--- config.mk ---
export PLATFORM = sky130hd
export DESIGN_NAME = button_event_detector
export DESIGN_NICKNAME = d
export VERILOG_FILES = /design/src/rtl/bed_pkg.sv /design/src/rtl/bed_cfg.sv /design/src/rtl/bed_ctrl.sv /design/src/rtl/bed_dp.sv /design/src/rtl/button_event_detector.sv
export SDC_FILE = /design/constraint.sdc
export NUM_CORES = 1
export LEC_CHECK = 0
export BUFFER_PORTS_ARGS = -buffer_cell sky130_fd_sc_hd__buf_2
export CAP_MARGIN = 20
export CELL_PAD_IN_SITES_DETAIL_PLACEMENT = 1
export CELL_PAD_IN_SITES_GLOBAL_PLACEMENT = 1
export CORE_MARGIN = 8
export CORE_UTILIZATION = 49
export DETAILED_ROUTE_END_ITERATION = 12
export HOLD_SLACK_MARGIN = 0.12
export MAX_ROUTING_LAYER = met4
export PLACE_DENSITY_LB_ADDON = 0.1
export SLEW_MARGIN = 40
export SYNTH_ARGS = -nofsm -noshare
export SYNTH_HDL_FRONTEND = slang
export SYNTH_SLANG_ARGS = --single-unit
--- constraint.sdc ---
create_clock -name clk -period 11.8 [get_ports clk]
set_input_delay 2.36 -clock clk [delete_from_list [all_inputs] [get_ports clk]]
set_output_delay 2.36 -clock clk [all_outputs]
set_load 0.02 [all_outputs]
--- src/rtl/bed_pkg.sv ---
// Shared types, codes and constants for the button event detector.
package bed_pkg;

  localparam int TICK_W   = 10;
  localparam int MS_W     = 16;
  localparam int RC_W     = 8;
  localparam int ANS_W    = 16;
  localparam int QK_W     = 4;
  localparam int FLAG_W   = 6;
  localparam int MUL_A_W  = MS_W + 1;
  localparam int MUL_B_W  = MS_W;
  localparam int PROD_W   = MUL_A_W + MUL_B_W;
  localparam int HMS_W    = MS_W + TICK_W;
  localparam int CMP_W    = 2 * MS_W;
  localparam int ADDR_W   = 5;
  localparam int DATA_W   = 32;
  localparam int IN_W     = 8;

  localparam logic [2:0] REG_PRESS_LEVEL   = 3'd0;
  localparam logic [2:0] REG_TICK_MS       = 3'd1;
  localparam logic [2:0] REG_LONG_MS       = 3'd2;
  localparam logic [2:0] REG_SHOOT_MS      = 3'd3;
  localparam logic [2:0] REG_CLICK_TIMEOUT = 3'd4;

  localparam logic              PRESS_LEVEL_RST   = 1'b1;
  localparam logic [TICK_W-1:0] TICK_MS_RST       = 10'd10;
  localparam logic [MS_W-1:0]   LONG_MS_RST       = 16'd1000;
  localparam logic [MS_W-1:0]   SHOOT_MS_RST      = 16'd200;
  localparam logic [MS_W-1:0]   CLICK_TIMEOUT_RST = 16'd300;

  localparam int EV_PRESSED  = 0;
  localparam int EV_RELEASED = 1;
  localparam int EV_CLICKED  = 2;
  localparam int EV_DOUBLE   = 3;
  localparam int EV_RUN_END  = 4;
  localparam int EV_SHOT     = 5;

  localparam logic [QK_W-1:0] QK_IDLE    = 4'd0;
  localparam logic [QK_W-1:0] QK_PRESS   = 4'd1;
  localparam logic [QK_W-1:0] QK_HELD    = 4'd2;
  localparam logic [QK_W-1:0] QK_RELEASE = 4'd3;
  localparam logic [QK_W-1:0] QK_CLICK   = 4'd4;
  localparam logic [QK_W-1:0] QK_DOUBLE  = 4'd5;
  localparam logic [QK_W-1:0] QK_REPEAT  = 4'd6;
  localparam logic [QK_W-1:0] QK_HOLD_MS = 4'd7;
  localparam logic [QK_W-1:0] QK_SHOT    = 4'd8;

  typedef struct packed {
    logic              press_level;
    logic [TICK_W-1:0] tick_ms;
    logic [MS_W-1:0]   long_ms;
    logic [MS_W-1:0]   shoot_ms;
    logic [MS_W-1:0]   click_timeout_ms;
  } cfg_t;

  typedef struct packed {
    logic load_tick;
    logic load_query;
    logic hold_step;
    logic shot_mul;
    logic shot_step;
    logic quiet_step;
    logic run_step;
    logic query_mul;
    logic query_ans;
    logic publish;
  } cmd_t;

  typedef struct packed {
    logic held;
    logic out_free;
  } sts_t;

endpackage

--- src/rtl/bed_cfg.sv ---
// Configuration register file with its APB-style access port.
module bed_cfg
  import bed_pkg::*;
(
  input  logic              clk,
  input  logic              rst_n,
  input  logic              psel,
  input  logic              penable,
  input  logic              pwrite,
  input  logic [ADDR_W-1:0] paddr,
  input  logic [DATA_W-1:0] pwdata,
  output logic [DATA_W-1:0] prdata,
  output logic              pready,
  output cfg_t              cfg
);

  cfg_t       cfg_r;
  cfg_t       cfg_nxt;
  logic [2:0] reg_idx;
  logic       wr_en;

  assign pready  = 1'b1;
  assign reg_idx = paddr[ADDR_W-1:2];
  assign wr_en   = psel & penable & pwrite & pready;
  assign cfg     = cfg_r;

  always_comb begin
    cfg_nxt = cfg_r;
    if (wr_en) begin
      unique case (reg_idx)
        REG_PRESS_LEVEL:   cfg_nxt.press_level      = pwdata[0];
        REG_TICK_MS:       cfg_nxt.tick_ms          = pwdata[TICK_W-1:0];
        REG_LONG_MS:       cfg_nxt.long_ms          = pwdata[MS_W-1:0];
        REG_SHOOT_MS:      cfg_nxt.shoot_ms         = pwdata[MS_W-1:0];
        REG_CLICK_TIMEOUT: cfg_nxt.click_timeout_ms = pwdata[MS_W-1:0];
        default:           cfg_nxt = cfg_r;
      endcase
    end
  end

  always_comb begin
    unique case (reg_idx)
      REG_PRESS_LEVEL:   prdata = DATA_W'(cfg_r.press_level);
      REG_TICK_MS:       prdata = DATA_W'(cfg_r.tick_ms);
      REG_LONG_MS:       prdata = DATA_W'(cfg_r.long_ms);
      REG_SHOOT_MS:      prdata = DATA_W'(cfg_r.shoot_ms);
      REG_CLICK_TIMEOUT: prdata = DATA_W'(cfg_r.click_timeout_ms);
      default:           prdata = '0;
    endcase
  end

  always_ff @(posedge clk) begin
    if (!rst_n) begin
      cfg_r.press_level      <= PRESS_LEVEL_RST;
      cfg_r.tick_ms          <= TICK_MS_RST;
      cfg_r.long_ms          <= LONG_MS_RST;
      cfg_r.shoot_ms         <= SHOOT_MS_RST;
      cfg_r.click_timeout_ms <= CLICK_TIMEOUT_RST;
    end else begin
      cfg_r <= cfg_nxt;
    end
  end

endmodule

--- src/rtl/bed_ctrl.sv ---
// Step sequencer for tick and query items.
module bed_ctrl
  import bed_pkg::*;
(
  input  logic clk,
  input  logic rst_n,
  input  logic in_tvalid,
  input  logic in_query,
  output logic in_tready,
  input  sts_t sts,
  output cmd_t cmd
);

  localparam logic [3:0] ST_IDLE = 4'd0;
  localparam logic [3:0] ST_HOLD = 4'd1;
  localparam logic [3:0] ST_SMUL = 4'd2;
  localparam logic [3:0] ST_SHOT = 4'd3;
  localparam logic [3:0] ST_RMUL = 4'd4;
  localparam logic [3:0] ST_RUN  = 4'd5;
  localparam logic [3:0] ST_QMUL = 4'd6;
  localparam logic [3:0] ST_QANS = 4'd7;
  localparam logic [3:0] ST_OUT  = 4'd8;

  logic [3:0] state_r;
  logic [3:0] state_nxt;

  always_comb begin
    state_nxt = state_r;
    cmd       = '0;
    in_tready = 1'b0;
    unique case (state_r)
      ST_IDLE: begin
        in_tready = 1'b1;
        if (in_tvalid) begin
          if (in_query) begin
            cmd.load_query = 1'b1;
            state_nxt      = ST_QMUL;
          end else begin
            cmd.load_tick = 1'b1;
            state_nxt     = ST_HOLD;
          end
        end
      end
      ST_HOLD: begin
        cmd.hold_step = 1'b1;
        state_nxt     = sts.held ? ST_SMUL : ST_RMUL;
      end
      ST_SMUL: begin
        cmd.shot_mul = 1'b1;
        state_nxt    = ST_SHOT;
      end
      ST_SHOT: begin
        cmd.shot_step = 1'b1;
        state_nxt     = ST_RMUL;
      end
      ST_RMUL: begin
        cmd.quiet_step = 1'b1;
        state_nxt      = ST_RUN;
      end
      ST_RUN: begin
        cmd.run_step = 1'b1;
        state_nxt    = ST_OUT;
      end
      ST_QMUL: begin
        cmd.query_mul = 1'b1;
        state_nxt     = ST_QANS;
      end
      ST_QANS: begin
        cmd.query_ans = 1'b1;
        state_nxt     = ST_OUT;
      end
      ST_OUT: begin
        if (sts.out_free) begin
          cmd.publish = 1'b1;
          state_nxt   = ST_IDLE;
        end
      end
      default: state_nxt = ST_IDLE;
    endcase
  end

  always_ff @(posedge clk) begin
    if (!rst_n) begin
      state_r <= ST_IDLE;
    end else begin
      state_r <= state_nxt;
    end
  end

endmodule

--- src/rtl/bed_dp.sv ---
// Button state, counters, shared multiplier, event flags and result register.
module bed_dp
  import bed_pkg::*;
(
  input  logic             clk,
  input  logic             rst_n,
  input  cfg_t             cfg,
  input  cmd_t             cmd,
  input  logic [IN_W-1:0]  in_tdata,
  output sts_t             sts,
  output logic             out_tvalid,
  input  logic             out_tready,
  output logic [ANS_W-1:0] out_tdata
);

  logic              held_r, held_nxt;
  logic              ln_r, ln_nxt;
  logic              lb_r, lb_nxt;
  logic [MS_W-1:0]   hold_r, hold_nxt;
  logic [MS_W-1:0]   shot_r, shot_nxt;
  logic              parity_r, parity_nxt;
  logic [RC_W-1:0]   rc_r, rc_nxt;
  logic [MS_W-1:0]   quiet_r, quiet_nxt;
  logic [FLAG_W-1:0] flags_r, flags_nxt;
  logic [QK_W-1:0]   kind_r;
  logic [PROD_W-1:0] prod_r;
  logic [HMS_W-1:0]  hms_r;
  logic [ANS_W-1:0]  ans_r, ans_nxt;
  logic              out_valid_r;
  logic [ANS_W-1:0]  out_data_r;

  logic [TICK_W-1:0]  t_eff;
  logic [MS_W-1:0]    sh_eff;
  logic [MS_W-1:0]    hold_inc;
  logic [MS_W-1:0]    quiet_inc;
  logic [MUL_A_W-1:0] mul_a;
  logic [MUL_B_W-1:0] mul_b;
  logic               mul_en;
  logic               above_long;
  logic [HMS_W-1:0]   diff;
  logic [CMP_W-1:0]   p_hi;
  logic [CMP_W-1:0]   p_lo;
  logic               shot_hit;
  logic               press_seen;
  logic               release_seen;

  assign t_eff     = (cfg.tick_ms == '0) ? TICK_W'(1) : cfg.tick_ms;
  assign sh_eff    = (cfg.shoot_ms == '0) ? MS_W'(1) : cfg.shoot_ms;
  assign hold_inc  = (hold_r == '1) ? hold_r : hold_r + MS_W'(1);
  assign quiet_inc = (quiet_r == '1) ? quiet_r : quiet_r + MS_W'(1);

  assign press_seen   = (ln_r == cfg.press_level) && (ln_r == lb_r);
  assign release_seen = (ln_r != cfg.press_level) && (ln_r == lb_r);

  assign above_long = hms_r > HMS_W'(cfg.long_ms);
  assign diff       = above_long ? hms_r - HMS_W'(cfg.long_ms) : '0;
  assign p_hi       = prod_r[CMP_W-1:0];
  assign p_lo       = p_hi - CMP_W'(sh_eff);
  assign shot_hit   = (CMP_W'(diff) >= p_lo) && (CMP_W'(diff) < p_hi);

  assign mul_en = cmd.hold_step | cmd.shot_mul | cmd.quiet_step | cmd.query_mul;

  always_comb begin
    if (cmd.hold_step) begin
      mul_a = MUL_A_W'(hold_inc);
      mul_b = MUL_B_W'(t_eff);
    end else if (cmd.shot_mul) begin
      mul_a = MUL_A_W'(shot_r);
      mul_b = sh_eff;
    end else if (cmd.quiet_step) begin
      mul_a = MUL_A_W'(quiet_inc) + MUL_A_W'(1);
      mul_b = MUL_B_W'(t_eff);
    end else begin
      mul_a = MUL_A_W'(hold_r);
      mul_b = MUL_B_W'(t_eff);
    end
  end

  always_comb begin
    held_nxt   = held_r;
    ln_nxt     = ln_r;
    lb_nxt     = lb_r;
    hold_nxt   = hold_r;
    shot_nxt   = shot_r;
    parity_nxt = parity_r;
    rc_nxt     = rc_r;
    quiet_nxt  = quiet_r;
    flags_nxt  = flags_r;
    ans_nxt    = ans_r;

    if (cmd.load_tick) begin
      lb_nxt = ln_r;
      ln_nxt = in_tdata[0];
    end

    if (cmd.hold_step) begin
      if (!held_r) begin
        if (press_seen) begin
          hold_nxt              = '0;
          flags_nxt[EV_PRESSED] = 1'b1;
          held_nxt              = 1'b1;
        end
      end else begin
        hold_nxt = hold_inc;
      end
    end

    if (cmd.shot_step) begin
      if (above_long && (shot_r == '0)) begin
        shot_nxt           = MS_W'(1);
        flags_nxt[EV_SHOT] = 1'b1;
      end else if ((shot_r != '0) && shot_hit) begin
        shot_nxt           = (shot_r == '1) ? shot_r : shot_r + MS_W'(1);
        flags_nxt[EV_SHOT] = 1'b1;
      end
      if (release_seen) begin
        hold_nxt               = '0;
        shot_nxt               = '0;
        flags_nxt[EV_SHOT]     = 1'b0;
        flags_nxt[EV_RELEASED] = 1'b1;
        flags_nxt[EV_CLICKED]  = 1'b1;
        if (parity_r) begin
          flags_nxt[EV_DOUBLE] = 1'b1;
          parity_nxt           = 1'b0;
        end else begin
          parity_nxt = 1'b1;
        end
        rc_nxt    = (rc_r == '1) ? rc_r : rc_r + RC_W'(1);
        quiet_nxt = '0;
        held_nxt  = 1'b0;
      end
    end

    if (cmd.quiet_step && (rc_r != '0)) begin
      quiet_nxt = quiet_inc;
    end

    if (cmd.run_step) begin
      ans_nxt = '0;
      if ((rc_r != '0) && (prod_r > PROD_W'(cfg.click_timeout_ms))) begin
        quiet_nxt             = '0;
        flags_nxt[EV_RUN_END] = 1'b1;
      end
    end

    if (cmd.query_ans) begin
      ans_nxt = '0;
      case (kind_r)
        QK_IDLE:  ans_nxt = ANS_W'(!held_r);
        QK_PRESS: begin
          ans_nxt               = ANS_W'(flags_r[EV_PRESSED]);
          flags_nxt[EV_PRESSED] = 1'b0;
        end
        QK_HELD:  ans_nxt = ANS_W'(held_r);
        QK_RELEASE: begin
          ans_nxt                = ANS_W'(flags_r[EV_RELEASED]);
          flags_nxt[EV_RELEASED] = 1'b0;
        end
        QK_CLICK: begin
          ans_nxt               = ANS_W'(flags_r[EV_CLICKED]);
          flags_nxt[EV_CLICKED] = 1'b0;
        end
        QK_DOUBLE: begin
          ans_nxt              = ANS_W'(flags_r[EV_DOUBLE]);
          flags_nxt[EV_DOUBLE] = 1'b0;
        end
        QK_REPEAT: begin
          if (flags_r[EV_RUN_END]) begin
            ans_nxt               = ANS_W'(rc_r);
            flags_nxt[EV_RUN_END] = 1'b0;
            rc_nxt                = '0;
          end
        end
        QK_HOLD_MS: begin
          ans_nxt = (prod_r[PROD_W-1:ANS_W] != '0) ? '1 : prod_r[ANS_W-1:0];
        end
        QK_SHOT: begin
          ans_nxt            = ANS_W'(flags_r[EV_SHOT]);
          flags_nxt[EV_SHOT] = 1'b0;
        end
        default: ans_nxt = '0;
      endcase
    end
  end

  always_ff @(posedge clk) begin
    if (cmd.load_query) begin
      kind_r <= in_tdata[QK_W:1];
    end
    if (mul_en) begin
      prod_r <= PROD_W'(mul_a * mul_b);
    end
    if (cmd.shot_mul) begin
      hms_r <= prod_r[HMS_W-1:0];
    end
    ans_r <= ans_nxt;
    if (cmd.publish) begin
      out_data_r <= ans_r;
    end
  end

  always_ff @(posedge clk) begin
    if (!rst_n) begin
      held_r      <= 1'b0;
      ln_r        <= 1'b0;
      lb_r        <= 1'b0;
      hold_r      <= '0;
      shot_r      <= '0;
      parity_r    <= 1'b0;
      rc_r        <= '0;
      quiet_r     <= '0;
      flags_r     <= '0;
      out_valid_r <= 1'b0;
    end else begin
      held_r   <= held_nxt;
      ln_r     <= ln_nxt;
      lb_r     <= lb_nxt;
      hold_r   <= hold_nxt;
      shot_r   <= shot_nxt;
      parity_r <= parity_nxt;
      rc_r     <= rc_nxt;
      quiet_r  <= quiet_nxt;
      flags_r  <= flags_nxt;
      if (cmd.publish) begin
        out_valid_r <= 1'b1;
      end else if (out_tready) begin
        out_valid_r <= 1'b0;
      end
    end
  end

  assign sts.held     = held_r;
  assign sts.out_free = !out_valid_r || out_tready;
  assign out_tvalid   = out_valid_r;
  assign out_tdata    = out_data_r;

endmodule

--- src/rtl/button_event_detector.sv ---
// Top level of the button event detector: debounce, hold, shots, clicks, queries.
// A query item runs multiply and answer steps; a tick item runs hold, quiet and
// run steps, plus shot steps while held, around one shared 17x16 multiplier, then
// an output step. Items are taken only in idle; a waiting result in the output
// register holds the block only at its final step. Reset: synchronous active-low
// rst_n clears button state, counters, flags and out_tvalid and loads defaults.
module button_event_detector
  import bed_pkg::*;
(
  input  logic              clk,
  input  logic              rst_n,
  input  logic              in_tvalid,
  output logic              in_tready,
  input  logic [IN_W-1:0]   in_tdata,   // [0] raw_level, [4:1] query_kind, [7:5] zero
  input  logic              in_tuser,   // [0] req_type
  output logic              out_tvalid,
  input  logic              out_tready,
  output logic [ANS_W-1:0]  out_tdata,  // [15:0] answer
  input  logic              psel,
  input  logic              penable,
  input  logic              pwrite,
  input  logic [ADDR_W-1:0] paddr,
  input  logic [DATA_W-1:0] pwdata,
  output logic [DATA_W-1:0] prdata,
  output logic              pready
);

  cfg_t cfg;
  cmd_t cmd;
  sts_t sts;

  bed_cfg u_cfg (
    .clk     (clk),
    .rst_n   (rst_n),
    .psel    (psel),
    .penable (penable),
    .pwrite  (pwrite),
    .paddr   (paddr),
    .pwdata  (pwdata),
    .prdata  (prdata),
    .pready  (pready),
    .cfg     (cfg)
  );

  bed_ctrl u_ctrl (
    .clk       (clk),
    .rst_n     (rst_n),
    .in_tvalid (in_tvalid),
    .in_query  (in_tuser),
    .in_tready (in_tready),
    .sts       (sts),
    .cmd       (cmd)
  );

  bed_dp u_dp (
    .clk        (clk),
    .rst_n      (rst_n),
    .cfg        (cfg),
    .cmd        (cmd),
    .in_tdata   (in_tdata),
    .sts        (sts),
    .out_tvalid (out_tvalid),
    .out_tready (out_tready),
    .out_tdata  (out_tdata)
  );

endmodule
==> flow_summary.yaml, run 1 <==
power:
  vdd_ir_drop_max_uv: 107
  pwr-share-clk: 0.233
  power.switching_fraction: 0.441
  internal_mw: 2.18
  power.leakage_nw: 10.8
  combPwrFrac: 0.485
  netsw_mw: 1.72
  power_frac_seq: 0.282
  power_per_standard_cell_area_mw_per_mm2: 154
cts:
  post_cts_resize_count: 0
  cts_buffer_depth: 3
  postCtsHoldBufs: 0
  cts_buffers: 27
  post_cts.repair.setup_buffers: 0
  clkSlewWorstSetupHoldPaths_ns: 0.06
  clock-root-buffer: "sky130_fd_sc_hd__clkbuf_16"
  cts_htree_levels: 1
  clock_latency_on_the_worst_skew_pair_ns: 0.58
  cts.sink_count: 225
  tritoncts: "built"
synthesis:
  synth_flop_type: "sky130_fd_sc_hd__dfxtp_1"
  yosys_register_bits: 225
  synth.yosys.seq_area_share: 0.234
  warnings_from_yosys: 0
  synth_area_leaders: "sky130_fd_sc_hd__fa_1 (18%), sky130_fd_sc_hd__edfxtp_1 (12%), sky130_fd_sc_hd__ha_1 (11%)"
  synth.cell_area_mm2: 0.0233
  netlist.area_leader.share: 0.180
  postSynth.asyncResetShare: 0
  largest_area_contributor_in_the_netlist: "sky130_fd_sc_hd__fa_1"
  synth.lib_cells_used.distinct: 88
  synth_area_per_cell_um2: 8.40
  syn_inst: 2778
  synth_enable_flop_cells: 95
setup_path:
  timing.critical_path.to_type: "flip-flop"
  worst-path-max-fanout: 10
  worstSetupStartpointType: "flip-flop"
  cp_slowest_cell: "sky130_fd_sc_hd__nor3_1"
  required_ns: 12.10
  worst-setup-path-type: "reg2reg"
  critical-path-top-cell-by-count: "sky130_fd_sc_hd__fa_1"
  cpPeakStageDelay_ns: 0.63
  critical_path_arrival_ns: 10.25
route:
  drc: 0
  num_vias: 20500
  first_iter_violations: 1174
  wl_per_cell_um: 22.6
  first_pass_drt_iterations: 5
  detailed_route_vias_per_instance: 5.92
  routed_wl_um: 78100
  ant_nets: 0
floorplanning:
  start_util: 0.493
  ios: 104
  die_width_um: 234
  die_ht_um: 234
  core-area_mm2: 0.0473
  floorplan.rows: 80
  dieArea_mm2: 0.0548
place:
  place.port_buffers: 65
  post-dp-hpwl_um: 62600
  finalWeightedCongestion: 0.909
  instance_area_after_placement_mm2: 0.0244
grt:
  grt_max_degree: 61
  grt_total_usage: 0.295
  antenna_found_initial: 0
  grt_pass1_vias: 21600
  overflow: 0
  global_route_wire_length_before_repair_um: 122000
layout:
  drive_gt1_frac: 0.0804
  areaGrowthSynthToFinish_pct: 8.71
  final_design_instance_area_without_fill_mm2: 0.0254
  antenna_cells_inserted: 0
  nNetsFinal: 3291
sta:
  max_slew_margin: 0.430
  worst-slew-pin-transition_ns: 0.854
  min_period_over_period: 0.843
  finalSetupTns_ns: 0
  timing.clock.skew_ns: 0.0328
  setup_viol: 0
  drv_slew: 0
  number_of_hold_slack_violations_in_the_final_timing_report: 0
  rsz0062_at_grt: "no"
  final_critical_period_ns: 9.95
  max_clock_freq_ghz: 0.101
job:
  drv_cap: 0
min_path:
  hold_class: "reg2reg"
status:
  status: "complete, no violations"
## final timing paths
check | depth (start not counted) | slack (ns) | endpoint | startpoint
max | 31 | 1.85 | u_dp.prod_r[32] | u_dp.quiet_r[0]
min | 0 | 0.43 | u_dp.out_tdata[10] | u_dp.ans_r[10]
max reg2reg | 31 | 1.85 | u_dp.prod_r[32] | u_dp.quiet_r[0]
min reg2reg | 0 | 0.43 | u_dp.out_tdata[10] | u_dp.ans_r[10]
## routing by layer
layer / global-route usage / wire [um] / up-vias
met5: - / 0 / -
met2: 0.497 / 38000 / 468
met3: 0.0327 / 3250 / 178
met4: 0.112 / 3470 / 0
met1: 0.362 / 33400 / 10400
li1: - / - / 9417
## cell usage after synthesis (all sizes together), types with 40 or more instances
master / n
nand2: 391
inv: 355
nor2: 250
ha: 211
fa: 210
a21oi: 169
dfxtp: 130
o21ai: 112
edfxtp: 95
clkbuf: 86
nor3: 69
nand3: 63
xnor2: 58
nor2b: 40
## power groups by stage
stage | registers [mW] | logic (mW) | clock network, mW
floorplan | 1.00 | 1.32 | 0
global placement | 1.11 | 1.76 | 0
detailed placement | 1.11 | 1.88 | 0
CTS | 1.09 | 1.90 | 0.923
global route | 1.10 | 2.12 | 0.953
finish | 1.10 | 1.89 | 0.911
## cell usage in the layout, fill, tap and decap left out, types with 63 or more instances in the layout
cell / count
sky130_fd_sc_hd__edfxtp_1: 95
sky130_fd_sc_hd__fa_1: 210
sky130_fd_sc_hd__nor2_1: 245
sky130_fd_sc_hd__inv_1: 355
sky130_fd_sc_hd__nand3_1: 63
sky130_fd_sc_hd__nand2_1: 389
sky130_fd_sc_hd__ha_1: 211
sky130_fd_sc_hd__nor3_1: 67
sky130_fd_sc_hd__dfxtp_1: 130
sky130_fd_sc_hd__buf_2: 65
sky130_fd_sc_hd__o21ai_0: 107
sky130_fd_sc_hd__a21oi_1: 167
## per-stage QoR
step	std cells	power, mW	hold WS (ns)	worst slack (ns)	util
after floorplan	2799	2.32	0.400	3.52	-
after detailed placement	3400	2.98	0.414	1.86	0.514
after CTS	3449	3.91	0.426	1.82	0.535
after global routing	3452	4.17	0.435	1.33	0.536
after global placement	3398	2.87	0.405	2.17	0.513
final	3452	3.91	0.426	1.85	0.536
## sequential cells by signal, indices dropped and copies added, names as in the netlist
register,flops
u_dp.quiet_r,16
u_dp.parity_r,1
u_dp.prod_r,33
u_ctrl.state_r,4
u_dp.hms_r,26
u_dp.out_tvalid,1
u_dp.lb_r,1
u_dp.held_r,1
u_dp.ln_r,1
u_dp.shot_r,16
u_dp.kind_r,4
u_dp.ans_r,16
u_dp.hold_r,16
u_dp.rc_r,8
u_dp.out_tdata,16
u_cfg.cfg,59
u_dp.flags_r,6
## worst max-delay path: cells and delay by family, from the launching register on
kind	cells	cell delay [ns]
XOR/XNOR	2	0.32
AND/OR/NAND/NOR	8	2.20
flip-flops	1	0.44
adder cells (fa/ha/maj)	8	3.60
buffers and inverters	3	0.15
AO/OA/AOI/OAI	10	2.95
## logic make-up (layout without fill, tap and decap cells)
kind of cell    after synthesis  in the layout  synth area share
buf+inv                     473            511            0.0796
other cells                   2             23          0.000322
fa+ha+maj                   421            421             0.293
flops                       225            225             0.234
compound gates              507            507             0.137
mux                          38             38            0.0175
simple gates               1015           1015             0.202
xor+xnor                     97             97            0.0364
## final cells by class
cell class	instances	area [um^2]
flip-flops and latches	225	5460
multi-input cells	2101	16200
clock buffers	33	718
fillers	5634	22000
well taps	615	769
inverters	357	1340
repair buffers	105	639
clock inverters	16	238
Power figures use the tool's default switching activity.
==> run 2: changes to the inputs <==
- clock period: 11.8 -> 9.7 ns (I/O delays scaled with it)
==> run 2 against run 1 <==
Cell area up 0.48%. Sequential power up 21%. Global-route usage up 0.89 points. Maximum frequency up 6.4%. First-iteration DRC count up 12%. Hold slack worse by 0.0071 ns. Sequential share of layout area down 0.10 points. Largest cell class unchanged.
==> flow_summary.yaml, run 2 (synthesis results as in run 1) <==
cts:
  cts_htree_levels: 1
  cts.sink_count: 225
  tritoncts: "built"
  cts_buffer_depth: 3
  postCtsHoldBufs: 0
  clkSlewWorstSetupHoldPaths_ns: 0.07
  cts_buffers: 26
  clock-root-buffer: "sky130_fd_sc_hd__clkbuf_16"
  clock_latency_on_the_worst_skew_pair_ns: 0.58
layout:
  multiInputGateArea_mm2: 0.0162
  final_design_instance_area_without_fill_mm2: 0.0255
  areaGrowthSynthToFinish_pct: 9.24
  register_cell_area_after_layout_mm2: 0.00546
  nNetsFinal: 3315
  mostFrequentLayoutCells: "sky130_fd_sc_hd__nand2_1 (389), sky130_fd_sc_hd__inv_1 (355), sky130_fd_sc_hd__nor2_1 (246)"
  drive_gt1_frac: 0.0891
  antenna_cells_inserted: 0
  largest_register_ffs: 59
  fillers: 5696
  mostFrequentLayoutCell: "sky130_fd_sc_hd__nand2_1"
power:
  power_per_standard_cell_area_mw_per_mm2: 186
  power.leakage_nw: 10.9
  vdd_ir_drop_max_uv: 98.6
  total_power_mw: 4.73
min_path:
  hold_class: "reg2reg"
  hold_path_depth: 0
sta:
  min_period_over_period: 0.964
  worst-slew-pin-transition_ns: 0.952
  final_critical_period_ns: 9.35
  max_clock_freq_ghz: 0.107
  rsz0062_at_grt: "no"
  timing.clock.skew_ns: 0.0361
  drv_slew: 0
  max_slew_margin: 0.360
  finalSetupTns_ns: 0
  number_of_hold_slack_violations_in_the_final_timing_report: 0
  setup_viol: 0
place:
  place.port_buffers: 65
  instance_area_after_placement_mm2: 0.0245
  finalWeightedCongestion: 0.908
  post-dp-hpwl_um: 63700
route:
  routed_wl_um: 79800
  ant_nets: 0
  first_iter_violations: 1317
  detailed_route_vias_per_instance: 5.95
  drc: 0
  wl_per_cell_um: 23.0
  num_vias: 20700
  first_pass_drt_iterations: 7
grt:
  global_route_wire_length_before_repair_um: 126000
  grt_max_degree: 61
  overflow: 0
  antenna_found_initial: 1
  grt_pass1_vias: 22300
  grt_total_usage: 0.304
setup_path:
  worst-setup-path-type: "reg2reg"
  cpPeakStageDelay_ns: 0.67
  critical-path-top-cell-by-count: "sky130_fd_sc_hd__fa_1"
  required_ns: 10.00
  worst-path-max-fanout: 13
  critical_path_arrival_ns: 9.64
  worstSetupStartpointType: "flip-flop"
  timing.critical_path.to_type: "flip-flop"
  r2r_cells: 30
  cp_slowest_cell: "sky130_fd_sc_hd__nor4bb_1"
floorplanning:
  die_width_um: 234
  core-area_mm2: 0.0473
  ios: 104
  die_ht_um: 234
  floorplan.rows: 80
  dieArea_mm2: 0.0548
  start_util: 0.493
job:
  drv_cap: 0
status:
  status: "complete, no violations"
-- run 2: worst max-delay path, delay by kind of cell (launching register included) --
| kind | cells | cell delay [ns] |
|---|---|---|
| AO/OA/AOI/OAI | 9 | 2.22 |
| XOR/XNOR | 1 | 0.08 |
| adder cells (fa/ha/maj) | 7 | 3.41 |
| buffers and inverters | 4 | 0.44 |
| flip-flops | 1 | 0.56 |
| AND/OR/NAND/NOR | 9 | 2.39 |
-- run 2: layout make-up --
type | count | area share
clock buffers | 39 | 0.0319
clock inverters | 9 | 0.00339
inverters | 357 | 0.0527
multi-input cells | 2101 | 0.635
flip-flops and latches | 225 | 0.214
well taps | 615 | 0.0302
repair buffers | 130 | 0.0324
-- run 2: final timing paths --
kind | from | to | slack [ns]
worst max-delay path | u_dp.hold_r[3] | u_dp.prod_r[32] | 0.35
worst min-delay path | u_dp.ans_r[1] | u_dp.out_tdata[1] | 0.42
worst max register to register | u_dp.hold_r[3] | u_dp.prod_r[32] | 0.35
worst min register to register | u_dp.ans_r[1] | u_dp.out_tdata[1] | 0.42
-- run 2: per-stage QoR --
| step | hold WS [ns] | utilization | setup slack, ns | instances |
|---|---|---|---|---|
| detailed placement | 0.410 | 0.517 | 0.245 | 3423 |
| finish | 0.419 | 0.538 | 0.353 | 3476 |
| CTS | 0.417 | 0.536 | 0.198 | 3471 |
| global placement | 0.403 | 0.516 | 0.449 | 3422 |
| floorplan | 0.400 | - | 1.42 | 2799 |
| global route | 0.425 | 0.538 | 0.0196 | 3476 |
-- run 2: report_power, final --
part	total, mW	internal, mW	switching (mW)
registers	1.33	1.13	0.200
logic	2.36	0.884	1.47
clock network	1.04	0.607	0.436
total	4.73	2.63	2.11
-- run 2: layer usage --
metal	wire (um)	GRT usage
met1	34100	0.378
met2	38500	0.508
met3	3430	0.0284
met4	3740	0.120
met5	0	-
-- run 2: what timing repair did --
item | CTS | global route
setup buffers | 0 | 3
setup endpoints to repair | 0 | 6
endpoints found under the hold margin | 0 | 0
gates resized for setup | 0 | 9
==> run 3: changes to the inputs <==
- ABC_AREA: default -> 1
- CORE_UTILIZATION: 49 -> 48
- MAX_ROUTING_LAYER: met4 -> default
- SLEW_MARGIN: 40 -> 10
==> run 3 against run 2 <==
Non-clock buffer count shrank 25. Cell area up 0.20%. Final cell count up 7.6%. Area after synthesis is 0.61% higher. Clock-buffer cell count rose by 4. Synthesized cell count rose by 9.0%. Sequential cell count is the same. Worst setup slack improved by 0.40 ns. Utilization shrank 1.3 points. Die area increased by 2.5%. Register-to-register slack gained 0.40 ns. Routed wire length decreased by 2.4%.
==> flow_summary.yaml, run 3 <==
layout:
  antenna_cells_inserted: 0
  largest_register_ffs: 59
  drive_gt1_frac: 0.0737
  mostFrequentLayoutCell: "sky130_fd_sc_hd__inv_1"
  post_layout_nonfiller_instances: 3741
  areaGrowthSynthToFinish_pct: 8.80
  nNetsFinal: 3571
  mostFrequentLayoutCells: "sky130_fd_sc_hd__inv_1 (553), sky130_fd_sc_hd__nand2_1 (473), sky130_fd_sc_hd__nor2_1 (345)"
synthesis:
  synth.cell_area_mm2: 0.0235
  synth.yosys.seq_area_share: 0.232
  yosys_register_bits: 225
  warnings_from_yosys: 0
  syn_inst: 3027
  synth.lib_cells_used.distinct: 60
  synth_area_leaders: "sky130_fd_sc_hd__fa_1 (18%), sky130_fd_sc_hd__edfxtp_1 (12%), sky130_fd_sc_hd__ha_1 (11%)"
  synth_area_per_cell_um2: 7.75
  synth_most_common_cell: "sky130_fd_sc_hd__inv_1"
  synth.cells.most_frequent: "sky130_fd_sc_hd__inv_1 (553), sky130_fd_sc_hd__nand2_1 (473), sky130_fd_sc_hd__nor2_1 (346)"
  netlist.area_leader.share: 0.179
  largest_area_contributor_in_the_netlist: "sky130_fd_sc_hd__fa_1"
  synth_flop_type: "sky130_fd_sc_hd__dfxtp_1"
  synth_enable_flop_cells: 95
  postSynth.asyncResetShare: 0
place:
  post-dp-hpwl_um: 62400
  finalWeightedCongestion: 0.933
  placed_cells_incl_taps: 3687
  place.port_buffers: 65
cts:
  cts_htree_levels: 1
  post_cts_resize_count: 0
  post_cts.repair.setup_buffers: 0
  clock_latency_on_the_worst_skew_pair_ns: 0.58
  postCtsHoldBufs: 0
  clkSlewWorstSetupHoldPaths_ns: 0.06
  cts_buffer_depth: 3
  cts_buffers: 28
  clock-root-buffer: "sky130_fd_sc_hd__clkbuf_16"
  tritoncts: "built"
  cts.sink_count: 225
setup_path:
  critical_path_arrival_ns: 9.28
  rr_startpoint: "u_dp.quiet_r[1]"
  worstReg2RegEnd: "u_dp.prod_r[29]"
  worst-path-max-fanout: 13
  cp_slowest_cell: "sky130_fd_sc_hd__fa_1"
  timing.critical_path.to_type: "flip-flop"
  critical-path-top-cell-by-count: "sky130_fd_sc_hd__nand2_1"
  worstSetupStartpointType: "flip-flop"
  required_ns: 10.03
  ff2ff_setup_slack_ns: 0.75
  r2r_cells: 41
  worst-setup-path-type: "reg2reg"
  cpPeakStageDelay_ns: 0.55
min_path:
  hold_class: "reg2reg"
  min_to: "u_dp.out_tdata[8]"
  worst_hold_startpoint: "u_dp.ans_r[8]"
  hold_path_depth: 0
grt:
  antenna_found_initial: 0
  global_route_wire_length_before_repair_um: 125000
  overflow: 0
  grt_max_degree: 71
  grt_total_usage: 0.276
  grt_pass1_vias: 23200
power:
  vdd_ir_drop_max_uv: 171
  power_per_standard_cell_area_mw_per_mm2: 288
  power.leakage_nw: 11.5
sta:
  finalSetupTns_ns: 0
  final_critical_period_ns: 8.95
  min_period_over_period: 0.923
  number_of_hold_slack_violations_in_the_final_timing_report: 0
  setup_viol: 0
  drv_slew: 0
  worst-slew-pin-transition_ns: 1.11
  max_clock_freq_ghz: 0.112
  max_slew_margin: 0.260
  rsz0062_at_grt: "no"
  timing.clock.skew_ns: 0.0104
floorplanning:
  ios: 104
  die_width_um: 237
  core-area_mm2: 0.0486
  die_ht_um: 237
  floorplan.rows: 81
  start_util: 0.482
  dieArea_mm2: 0.0562
route:
  first_pass_drt_iterations: 5
  detailed_route_vias_per_instance: 5.66
  num_vias: 21200
  drc: 0
  routed_wl_um: 77900
  wl_per_cell_um: 20.8
  first_iter_violations: 1282
  ant_nets: 0
job:
  drv_cap: 0
status:
  status: "complete, no violations"
## run 3: cell count changes after synthesis, sizes merged, moves of 28 or more
| cell | delta |
|---|---|
| a21oi | +54 |
| inv | +215 |
| or3 | -32 |
| xnor2 | -34 |
| xor2 | +38 |
| nor2 | +116 |
| clkbuf | -28 |
| nand2 | +86 |
| nand3 | +58 |
| a21o | -33 |
| nor2b | -40 |
| o21ai | +64 |
## run 3: worst max-delay path by stage
stage,startpoint,endpoint,slack [ns]
final,u_dp.quiet_r[1],u_dp.prod_r[29],0.75
after global routing,u_dp.quiet_r[1],u_dp.prod_r[29],0.18
after CTS,u_dp.quiet_r[1],u_dp.prod_r[29],0.58
after detailed placement,u_dp.quiet_r[1],u_dp.prod_r[29],0.59
after global placement,u_dp.quiet_r[1],u_dp.prod_r[29],0.90
after floorplan,u_ctrl.state_r[0],u_dp.prod_r[29],1.45
## run 3: through the flow
step                cell area (um^2)  total power, mW  hold WS [ns]  utilization  setup WS (ns)
floorplan                      23500             4.74         0.400            -           1.45
global route                   25500             8.04         0.428        0.525          0.179
finish                         25500             7.35         0.416        0.525          0.749
detailed placement             24500             6.21         0.406        0.504          0.595
CTS                            25500             7.36         0.420        0.524          0.578
global placement               24500             5.96         0.403        0.504          0.898
## run 3: cells by family (layout without fill, tap and decap cells)
family | after synthesis | count (layout) | share of synthesized area
simple gates | 1109 | 1109 | 0.205
buf+inv | 660 | 731 | 0.110
flops | 225 | 225 | 0.232
compound gates | 509 | 509 | 0.123
fa+ha+maj | 421 | 421 | 0.292
other cells | 2 | 23 | 0.000320
xor+xnor | 101 | 101 | 0.0380
## run 3: where the power goes
part	leakage, nW	switching [mW]	internal (mW)	total (mW)
Sequential	1.92	0.205	1.28	1.48
Combinational	9.15	3.15	1.60	4.75
Clock	0.468	0.453	0.658	1.11
Total	11.5	3.80	3.54	7.35
## run 3: worst max-delay path: cells and delay by family, from the launching register on
kind | cells | cell delay [ns]
simple gates | 16 | 2.19
buf+inv | 8 | 0.66
xor+xnor | 2 | 0.46
fa+ha+maj | 8 | 3.59
flops | 1 | 0.38
compound gates | 7 | 1.42
## run 3: cell type report
type                       count  area (um^2)
tap                          622          778
fill                        6117        23100
clock inverter                 9          123
sequential                   225         5460
clock buffer                  43          850
multi-input combinational   2163        15500
timing repair buffer         105          629
inverter                     574         2160
## run 3: metal layers
metal  track usage  up-vias  share of wire
li1              -     9873              -
met1         0.344    10600           0.42
met2         0.484      519           0.49
met3        0.0338      155          0.048
met4         0.102        0          0.039
met5             0        -              0
